`config.mk`:
```
export PLATFORM = sky130hd
export DESIGN_NAME = isrl_div
export DESIGN_NICKNAME = d
export VERILOG_FILES = /design/src/design/isrl_pkg.sv /design/src/design/isrl_div.sv
export SDC_FILE = /design/constraint.sdc
export NUM_CORES = 1
export LEC_CHECK = 0
export ABC_AREA = 1
export BUFFER_PORTS_ARGS = -buffer_cell sky130_fd_sc_hd__buf_4
export CAP_MARGIN = 10
export CORE_ASPECT_RATIO = 1.4
export CORE_MARGIN = 2
export CORE_UTILIZATION = 51
export DETAILED_ROUTE_END_ITERATION = 6
export GPL_TIMING_DRIVEN = 0
export PLACE_DENSITY = 0.78
export RECOVER_POWER = 25
export SKIP_LAST_GASP = 1
export SYNTH_ARGS = -nofsm -noshare
export SYNTH_HDL_FRONTEND = slang
export SYNTH_SLANG_ARGS = --single-unit
export TNS_END_PERCENT = 1
```
`constraint.sdc`:
```
create_clock -name clk_i -period 4.82 [get_ports clk_i]
set_input_delay 0.241 -clock clk_i [delete_from_list [all_inputs] [get_ports clk_i]]
set_output_delay 0.241 -clock clk_i [all_outputs]
set_load 0.03 [all_outputs]
```
`src/design/isrl_pkg.sv`:
```
package isrl_pkg;

  // Store geometry.
  localparam int USERS = 64;
  localparam int ITEMS = 64;
  localparam int J_W   = $clog2(ITEMS);
  localparam int RA_W  = $clog2(USERS * ITEMS);
  localparam int WA_W  = $clog2(ITEMS * ITEMS);
  localparam int CLR_N = (USERS * ITEMS > ITEMS * ITEMS) ? USERS * ITEMS : ITEMS * ITEMS;
  localparam int CLR_W = $clog2(CLR_N);

  // Accumulator and divider widths.
  localparam int S_W   = 32 + J_W;
  localparam int P_W   = S_W + 3;
  localparam int DVD_W = (P_W + 8 > 35) ? P_W + 8 : 35;
  localparam int DVS_W = S_W;
  localparam int CNT_W = $clog2(DVD_W);
  localparam int G_W   = 36;

  // Rating scale constants in Q3.8.
  localparam logic [10:0] ONE_Q8     = 11'd256;
  localparam logic [10:0] FIVE_Q8    = 11'd1280;
  localparam logic [2:0]  MAX_RATING = 3'd5;

  // Configuration registers.
  localparam logic        REG_LEARN_RATE = 1'b0;
  localparam logic        REG_DECAY      = 1'b1;
  localparam logic [15:0] LEARN_RATE_RST = 16'd852;
  localparam logic [15:0] DECAY_RST      = 16'd66;

  typedef enum logic [1:0] {
    MODE_LOAD_RATING = 2'd0,
    MODE_LOAD_WEIGHT = 2'd1,
    MODE_PREDICT     = 2'd2,
    MODE_TRAIN       = 2'd3
  } mode_e;

  typedef enum logic [3:0] {
    ST_CLEAR,
    ST_IDLE,
    ST_SUM_ADDR,
    ST_SUM_ACC,
    ST_CHECK,
    ST_PRED_GO,
    ST_PRED_WAIT,
    ST_ERR,
    ST_GRAD_GO,
    ST_GRAD_WAIT,
    ST_UPD_ADDR,
    ST_UPD_MUL,
    ST_UPD_INNER,
    ST_UPD_SCALE,
    ST_UPD_WRITE,
    ST_RESULT
  } st_e;

endpackage

```
`src/design/isrl_div.sv`:
```
module isrl_div (
  input  logic                       clk_i,
  input  logic                       rst_ni,
  input  logic                       start_i,
  input  logic [isrl_pkg::DVD_W-1:0] dividend_i,
  input  logic [isrl_pkg::DVS_W-1:0] divisor_i,
  output logic                       done_o,
  output logic [isrl_pkg::DVD_W-1:0] quotient_o
);
  import isrl_pkg::*;

  logic [DVD_W-1:0] quo_q;
  logic [DVS_W-1:0] rem_q, rem_d, dvs_q;
  logic [CNT_W-1:0] cnt_q;
  logic             busy_q, done_q;
  logic [DVS_W:0]   shift, diff;
  logic             ge;

  // One restoring step: shift in the next dividend bit and try to subtract.
  always_comb begin
    shift = {rem_q, quo_q[DVD_W-1]};
    diff  = shift - {1'b0, dvs_q};
    ge    = (shift >= {1'b0, dvs_q});
    rem_d = ge ? diff[DVS_W-1:0] : shift[DVS_W-1:0];
  end

  // Control: count one quotient bit per cycle while busy.
  always_ff @(posedge clk_i or negedge rst_ni) begin
    if (!rst_ni) begin
      busy_q <= 1'b0;
      done_q <= 1'b0;
      cnt_q  <= '0;
    end else begin
      done_q <= 1'b0;
      if (start_i) begin
        busy_q <= 1'b1;
        cnt_q  <= '0;
      end else if (busy_q) begin
        cnt_q <= cnt_q + 1'b1;
        if (cnt_q == CNT_W'(DVD_W - 1)) begin
          busy_q <= 1'b0;
          done_q <= 1'b1;
        end
      end
    end
  end

  // Datapath.
  always_ff @(posedge clk_i) begin
    if (start_i) begin
      quo_q <= dividend_i;
      rem_q <= '0;
      dvs_q <= divisor_i;
    end else if (busy_q) begin
      quo_q <= {quo_q[DVD_W-2:0], ge};
      rem_q <= rem_d;
    end
  end

  assign done_o     = done_q;
  assign quotient_o = quo_q;

endmodule

```
==> results.ini, run 1 <==
[outcome]
run_status = finished with violations
failed_checks = max-capacitance violations, max-slew violations

[cells_and_area]
finalCoreUtilization_pct = 65.5
finalNetCount = 1532
final-seq-area_um2 = 3570
n_fill_cell = 1473
final_cells = 1617
multi_input_comb_area_um2 = 4080
area_growth_pct = 26.7
diodes = 0
layout-drive-gt1-share_pct = 16.3

[timing]
setup-tns-final_ns = 0
fin_crit_sh_pct = 68.4
finalClockSkew_ns = 0.0107
setup_viol = 0
slew_viol_final = 40
worst_slew_margin_rel_pct = -50.7
period_minus_slack_ns = 3.30
max_freq_ghz = 0.303
whs_ns = 0.0715
timing.final.hold_violations = 0
setup_repair_after_global_routing_missed_its_margin = no
max_slew.worst_pin.slew_ns = 2.26

[clock_tree]
cts_tree = yes
clk_root_buffer_cell = clkbuf_16
worstSkewPairLatency_ns = 0.44
htreeDepth = 4
max-clock-path-buffers = 2
cts-buffers-inserted = 17
tritoncts_num_sinks = 133
cts_hold_buffers = 39
postCtsSetupBuffers = 0
cts_resized = 0
cts.reportedPaths.clkPinSlew_ns = 0.07

[global_routing]
number_of_global_route_vias_before_repair = 8188
grt_max_degree = 40
grtUsageTotal_pct = 27.6
initial_antenna_violation_count = 0
grt.overflow.total = 0
grt_pass1_wl_um = 38800

[worst_setup_path]
crit_family = buffers and inverters
data_required_time_of_the_worst_path_ns = 4.95
cp.buffers_inverters = 5
timing.critical_path.depth = 6
cp-start-kind = input pin
timing.setup.critical_path_class = in2reg
crit_fanout = 39
crit_path_cells = clkbuf_1 > clkbuf_1 > nor2_1 > inv_1 > clkbuf_2 > buf_12
cell_type_of_the_slowest_stage_on_the_worst_timing_path = clkbuf_1
reg2regPathDepth = 16
critPathCaptureType = flip-flop
max_stage_delay_ns = 1.58
arrival_ns = 3.42
path_common_cell = clkbuf_1

[logic_synthesis]
yosysSeqAreaShare_pct = 41.6
mappedNetlistArea_um2 = 8590
synthFlopType = edfxtp_1
synth.lib_cells_used.distinct = 36
ys_warn_count = 0
edff_count_synth = 87
synth_async_sr_flop_share_pct = 6.02
postSynthAreaPerCell_um2 = 7.14
post_synth_main_area_contributors = edfxtp_1, nand2_1, dfxtp_1
synth_top_cell_area_share_pct = 30.4
synthesized_flop_and_latch_total = 133
postSynthNetCount = 1334
synthCells = 1203
yosys.area.top_type = edfxtp_1

[die]
die_h_um = 158
io-pin-count = 140
rows = 56
core_area_um2 = 16600
die-width_um = 114
floorplan.die_area_um2 = 17900
initial_core_util_pct = 51.7

[drt]
vias = 8242
antenna_violating_nets_post_route = 0
met3_wirelength_um = 1400
drt_first_pass_iters = 5
wl_met2_um = 12400
wl_met1_um = 9120
via_per_inst = 5.10
routed_wl_um = 23700
top_layer = met4
drt_first_iter_violations = 462
drt-wirelength-per-cell_um = 14.7
drc = 0

[run]
max_cap_viol_count = 1

[power]
design_power_total_uw = 5160
power.density_nw_per_um2 = 474
cellLeakagePower_uw = 0.00575
power.ir.vdd_worst_uv = 220

[placed_design]
final_hpwl_from_detailed_placement_um = 18300
globalplace.congestion = 1.01
placedCellCount = 1546
numPortBuffers = 139

[worst_hold_path]
hold_path_class = in2reg
hold_path_depth = 3

-- routing by layer --
layer | up-vias | GRT usage (%)
met3 | 58 | 4.74
li1 | 4153 | -
met4 | 0 | 12.5
met1 | 3742 | 30.4
met2 | 289 | 51.5
met5 | - | 0
-- cells by family after synthesis --
family,share of synthesized area [%]
AOI/OAI and AO/OA,4.41
xor gates and xnor gates,2.04
adders and majority gates,6.06
buffers and inverters,10.9
DFF,41.6
and+or+nand+nor,34.9
-- Yosys cell counts, types with 3 or more instances --
master    number
a21oi_1       30
a21oi_2        3
buf_2          7
buf_6          6
clkbuf_1      15
dfrtp_1        8
dfxtp_1       38
edfxtp_1      87
ha_1          40
inv_1        195
inv_2          4
nand2_1      478
nand2_2       12
nand2_4        3
nand3_1      108
nand3_2        3
nand3b_1       6
nand3b_2       6
nand4_1        7
nor2_1        62
nor2_2        12
nor3_1         7
o21ai_0       18
o21ai_1       11
o21bai_1       6
xnor2_1       19
-- worst min-delay path: cells and delay by family --
kind / cells / cell delay (ns)
AND/OR/NAND/NOR: 2 / 0.09
buffers and inverters: 1 / 0.07
-- final cells by class --
class	instances	share of cell area [%]
multi-input cells	838	37.4
inverters	200	6.90
plain buffers	32	1.75
well taps	203	2.33
repair buffers	179	13.3
clock buffers	18	3.94
clock inverters	14	1.51
flip-flops and latches	133	32.8
-- metrics by stage --
step,cell area (um^2),setup slack (ns)
6_report,10900,1.52
5_1_grt,10900,1.20
4_1_cts,10900,2.10
3_5_place_dp,9910,2.11
3_3_place_gp,9890,0.776
2_1_floorplan,8590,2.25
-- cells in the final DEF, fill, tap and decap left out, drive strengths merged, types with 6 or more instances in the layout --
master / synthesis / layout
buf: 17 / 132
dfrtp: 8 / 8
xnor2: 19 / 19
nand3: 111 / 111
nor3: 8 / 8
a21oi: 33 / 33
nand4: 7 / 7
nand3b: 12 / 12
o21ai: 29 / 29
dfxtp: 38 / 38
dlygate4sd3: 0 / 39
o21bai: 6 / 6
edfxtp: 87 / 87
clkbuf: 15 / 58
nor2: 75 / 75
inv: 199 / 206
nand2: 493 / 493
ha: 40 / 40
-- state kept, by name, indices dropped and copies added (netlist names) --
register    cells
done_o          1
rem_q          38
dvs_q          38
cnt_q           6
busy_q          1
quotient_o     49
-- power breakdown --
group / internal, uW / total (uW) / switching [uW]
logic: 873 / 2320 / 1440
registers: 1410 / 1520 / 111
clock network: 776 / 1330 / 552
-- path summary, 6_finish.rpt --
path | start | end | slack (ns)
max | start_i | quotient_o[42]$_DFFE_PP_ | 1.52
min | dividend_i[20] | quotient_o[20]$_DFFE_PP_ | 0.07
max reg2reg | quotient_o[48]$_DFFE_PP_ | rem_q[36]$_SDFFE_PP0P_ | 2.05
min reg2reg | rem_q[28]$_SDFFE_PP0P_ | rem_q[28]$_SDFFE_PP0P_ | 0.47
max in group asynchronous | rst_ni | cnt_q[4]$_DFFE_PN0P_ | 4.24
min in group asynchronous | rst_ni | cnt_q[5]$_DFFE_PN0P_ | 0.26
(Power assumes the default switching activity.)
==> run 2: changes to the inputs <==
ABC_AREA = 0   (was 1)
PLACE_DENSITY = 0.82   (was 0.78)
clock period = 2.8 ns   (was 4.82 ns; I/O delays follow)
==> results.ini, run 2 <==
[outcome]
run_status = finished with violations
failed_checks = negative setup slack

[global_routing]
number_of_global_route_vias_before_repair = 6836  ; -17%
grt.overflow.total = 0  ; unchanged
grtUsageTotal_pct = 27.1  ; -0.50 points
grt_max_degree = 42  ; +5.0%
grt_pass1_wl_um = 33700  ; -13%
initial_antenna_violation_count = 0  ; unchanged

[worst_setup_path]
critPathCaptureType = flip-flop
timing.setup.critical_path_class = reg2reg
r2r_startpoint = quotient_o[48]$_DFFE_PP_
reg2regPathDepth = 12  ; -4
setup.worst_path.start = quotient_o[48]$_DFFE_PP_
crit_fanout = 4  ; -90%
arrival_ns = 3.48  ; +0.06 ns
data_required_time_of_the_worst_path_ns = 3.15  ; -1.80 ns
cp-start-kind = flip-flop
r2r_setup_slack_ns = -0.33  ; -2.38 ns
timing.rr.end = rem_q[26]$_SDFFE_PP0P_

[drt]
wl_met2_um = 11300  ; -8.5%
drc = 0  ; unchanged
drt_first_pass_iters = 5  ; unchanged
wl_met1_um = 8240  ; -9.7%
via_per_inst = 5.89  ; +16%
drt-wirelength-per-cell_um = 18.7  ; +27%
vias = 6924  ; -16%
top_layer = met4
routed_wl_um = 22000  ; -7.5%
met3_wirelength_um = 1460  ; +4.0%
drt_first_iter_violations = 530  ; +15%
antenna_violating_nets_post_route = 0  ; unchanged

[placed_design]
numPortBuffers = 139  ; unchanged
placedCellCount = 1093  ; -29%
globalplace.congestion = 0.957  ; -4.8%
final_hpwl_from_detailed_placement_um = 15100  ; -17%

[power]
proportion_of_power_drawn_by_combinational_gates_pct = 16.5  ; -28 points
design_power_total_uw = 5380  ; +4.2%
power.density_nw_per_um2 = 527  ; +11%
power.sequential.fraction_pct = 42.9  ; +14 points
proportion_of_total_power_due_to_net_switching_pct = 27.8  ; -13 points
clockPowerShare_pct = 40.6  ; +15 points
power.switching_uw = 1500  ; -29%
cellLeakagePower_uw = 0.00445  ; -23%
power.ir.vdd_worst_uv = 513  ; +130%
internal_uw = 3880  ; +27%

[cells_and_area]
layout.cells.most_common = buf_4
finalNetCount = 1101  ; -28%
diodes = 0  ; unchanged
area_growth_pct = 32.1
final_cells = 1175  ; -27%
n_fill_cell = 1098  ; -25%
layout-drive-gt1-share_pct = 26.8  ; +10 points
layout_common_cells = buf_4, edfxtp_1, nor2_1
largest_register_ff_count = 49  ; unchanged

[logic_synthesis]
yosys.area.top_type = edfxtp_1
edff_count_synth = 87  ; unchanged
synth_async_sr_flop_share_pct = 6.02  ; unchanged
mappedNetlistArea_um2 = 7730  ; -10%
post_synth_main_area_contributors = edfxtp_1, dfxtp_1, mux2_2
synth.lib_cells_used.distinct = 66  ; +83%
ys_warn_count = 0  ; unchanged
synth_common_cells = edfxtp_1, nor2_1, a21oi_1
postSynthNetCount = 892  ; -33%
synthCells = 761  ; -37%
yosysSeqAreaShare_pct = 46.2  ; +4.6 points
synthFlopType = edfxtp_1
postSynthAreaPerCell_um2 = 10.2  ; +42%
yosysMostFrequentCell = edfxtp_1
synthesized_flop_and_latch_total = 133  ; unchanged
synth_top_cell_area_share_pct = 33.8  ; +3.4 points

[timing]
slew_viol_final = 0  ; -100%
setup_viol = 39  ; +39
whs_ns = 0.00825  ; -0.0633 ns
fin_crit_sh_pct = 112
finalClockSkew_ns = 0.00794  ; -0.00277 ns
setup_repair_after_global_routing_missed_its_margin = yes
max_freq_ghz = 0.319
setup_slack_ns = -0.331  ; -1.85 ns
timing.final.hold_violations = 0  ; unchanged
setup-tns-final_ns = -7.65  ; -7.65 ns
worst_slew_margin_rel_pct = 47.0  ; +98 points
period_minus_slack_ns = 3.13
max_slew.worst_pin.slew_ns = 0.795  ; -1.47 ns

[worst_hold_path]
holdPathEnd = quotient_o[18]$_DFFE_PP_
hold_path_depth = 2  ; -1
worstHoldStart = dividend_i[18]
hold_path_class = in2reg

[die]
rows = 53  ; -5.4%
die-width_um = 108  ; -5.0%
floorplan.die_area_um2 = 16200  ; -9.7%
core_area_um2 = 14900  ; -10%
io-pin-count = 140  ; unchanged
die_h_um = 150  ; -5.0%
initial_core_util_pct = 51.8  ; +0.072 points

[clock_tree]
cts.reportedPaths.clkPinSlew_ns = 0.07  ; about the same
max-clock-path-buffers = 2  ; unchanged
cts-buffers-inserted = 17  ; unchanged
htreeDepth = 4  ; unchanged
worstSkewPairLatency_ns = 0.43  ; about the same
clk_root_buffer_cell = clkbuf_16
tritoncts_num_sinks = 133  ; unchanged
cts_tree = yes

[run]
max_cap_viol_count = 0  ; -1

## run 2: cell count changes after synthesis, sizes merged, moves of 29 or more
cell | before | now
mux2 | 0 | 48
nand2 | 493 | 42
nand3 | 111 | 10
a211oi | 0 | 29
a21oi | 33 | 64
inv | 199 | 51
## run 2: metal layers
layer	global-route usage, %	vias up
met4	12.9	0
met1	30.7	3274
met2	47.6	335
met5	0	-
met3	6.53	77
li1	-	3238
## run 2: critical path, stage by stage (launching register included)
cell and delay, ns:
edfxtp_1 0.43, inv_1 0.09, ha_1 0.17, inv_1 0.06
fa_2 0.37, a211oi_2 0.26, o21a_1 0.25, o221ai_1 0.20
a21oi_2 0.26, o211ai_1 0.23, and3_1 0.26, o311a_1 0.34
nor3_1 0.16
## run 2: cells by family (layout without fill, tap and decap cells)
| logic type | after synthesis | after routing | synth area share (%) |
|---|---|---|---|
| fa+ha+maj | 41 | 41 | 6.74 |
| xor+xnor | 31 | 31 | 3.51 |
| compound gates | 199 | 199 | 16.9 |
| buf+inv | 93 | 315 | 4.87 |
| flops | 133 | 133 | 46.2 |
| simple gates | 201 | 201 | 12.8 |
| mux | 63 | 63 | 8.94 |
## run 2: through the flow
step                      setup slack (ns)  cell area, um^2  util [%]
after global placement              -0.554             9020      60.5
final                               -0.331            10200      68.4
after floorplan                    -0.0612             7740         -
after global routing                -0.470            10200      68.4
after CTS                           -0.318            10100      67.6
after detailed placement            -0.568             9040      60.6
## run 2: how the worst max path moves through the flow
stage          cells after the start                     end  slack, ns
2_1_floorplan                     12  rem_q[36]$_SDFFE_PP0P_      -0.06
3_3_place_gp                      11  rem_q[37]$_SDFFE_PP0P_      -0.55
3_5_place_dp                      12  rem_q[34]$_SDFFE_PP0P_      -0.57
4_1_cts                           12  rem_q[36]$_SDFFE_PP0P_      -0.32
5_1_grt                           13  rem_q[37]$_SDFFE_PP0P_      -0.47
6_report                          12  rem_q[26]$_SDFFE_PP0P_      -0.33
## run 2: power groups by stage
stage                     clock [uW]  sequential [uW]  combinational, uW
after CTS                       2200             2300                876
after global placement             0             2340                807
after global routing            2270             2320                951
final                           2180             2310                887
after detailed placement           0             2340                822
after floorplan                    0             2480                354
## run 2: what timing repair did
item | 4_1_cts | 5_1_grt
hold buffers | 41 | 0
hold endpoints to repair | 48 | 0
cloned | 0 | 0
setup buffers | 4 | 10
gates resized for setup | 5 | 19
pin swaps | 3 | 6
endpoints found under the setup margin | 39 | 39
## run 2: final cells by class
class	instances	area (um^2)	area share [%]
plain buffers	37	190	1.86
clock buffers	18	429	4.20
clock inverters	14	140	1.37
inverters	51	191	1.88
multi-input cells	535	3870	37.9
flip-flops and latches	133	3570	35.0
well taps	192	240	2.35
repair buffers	195	1570	15.4
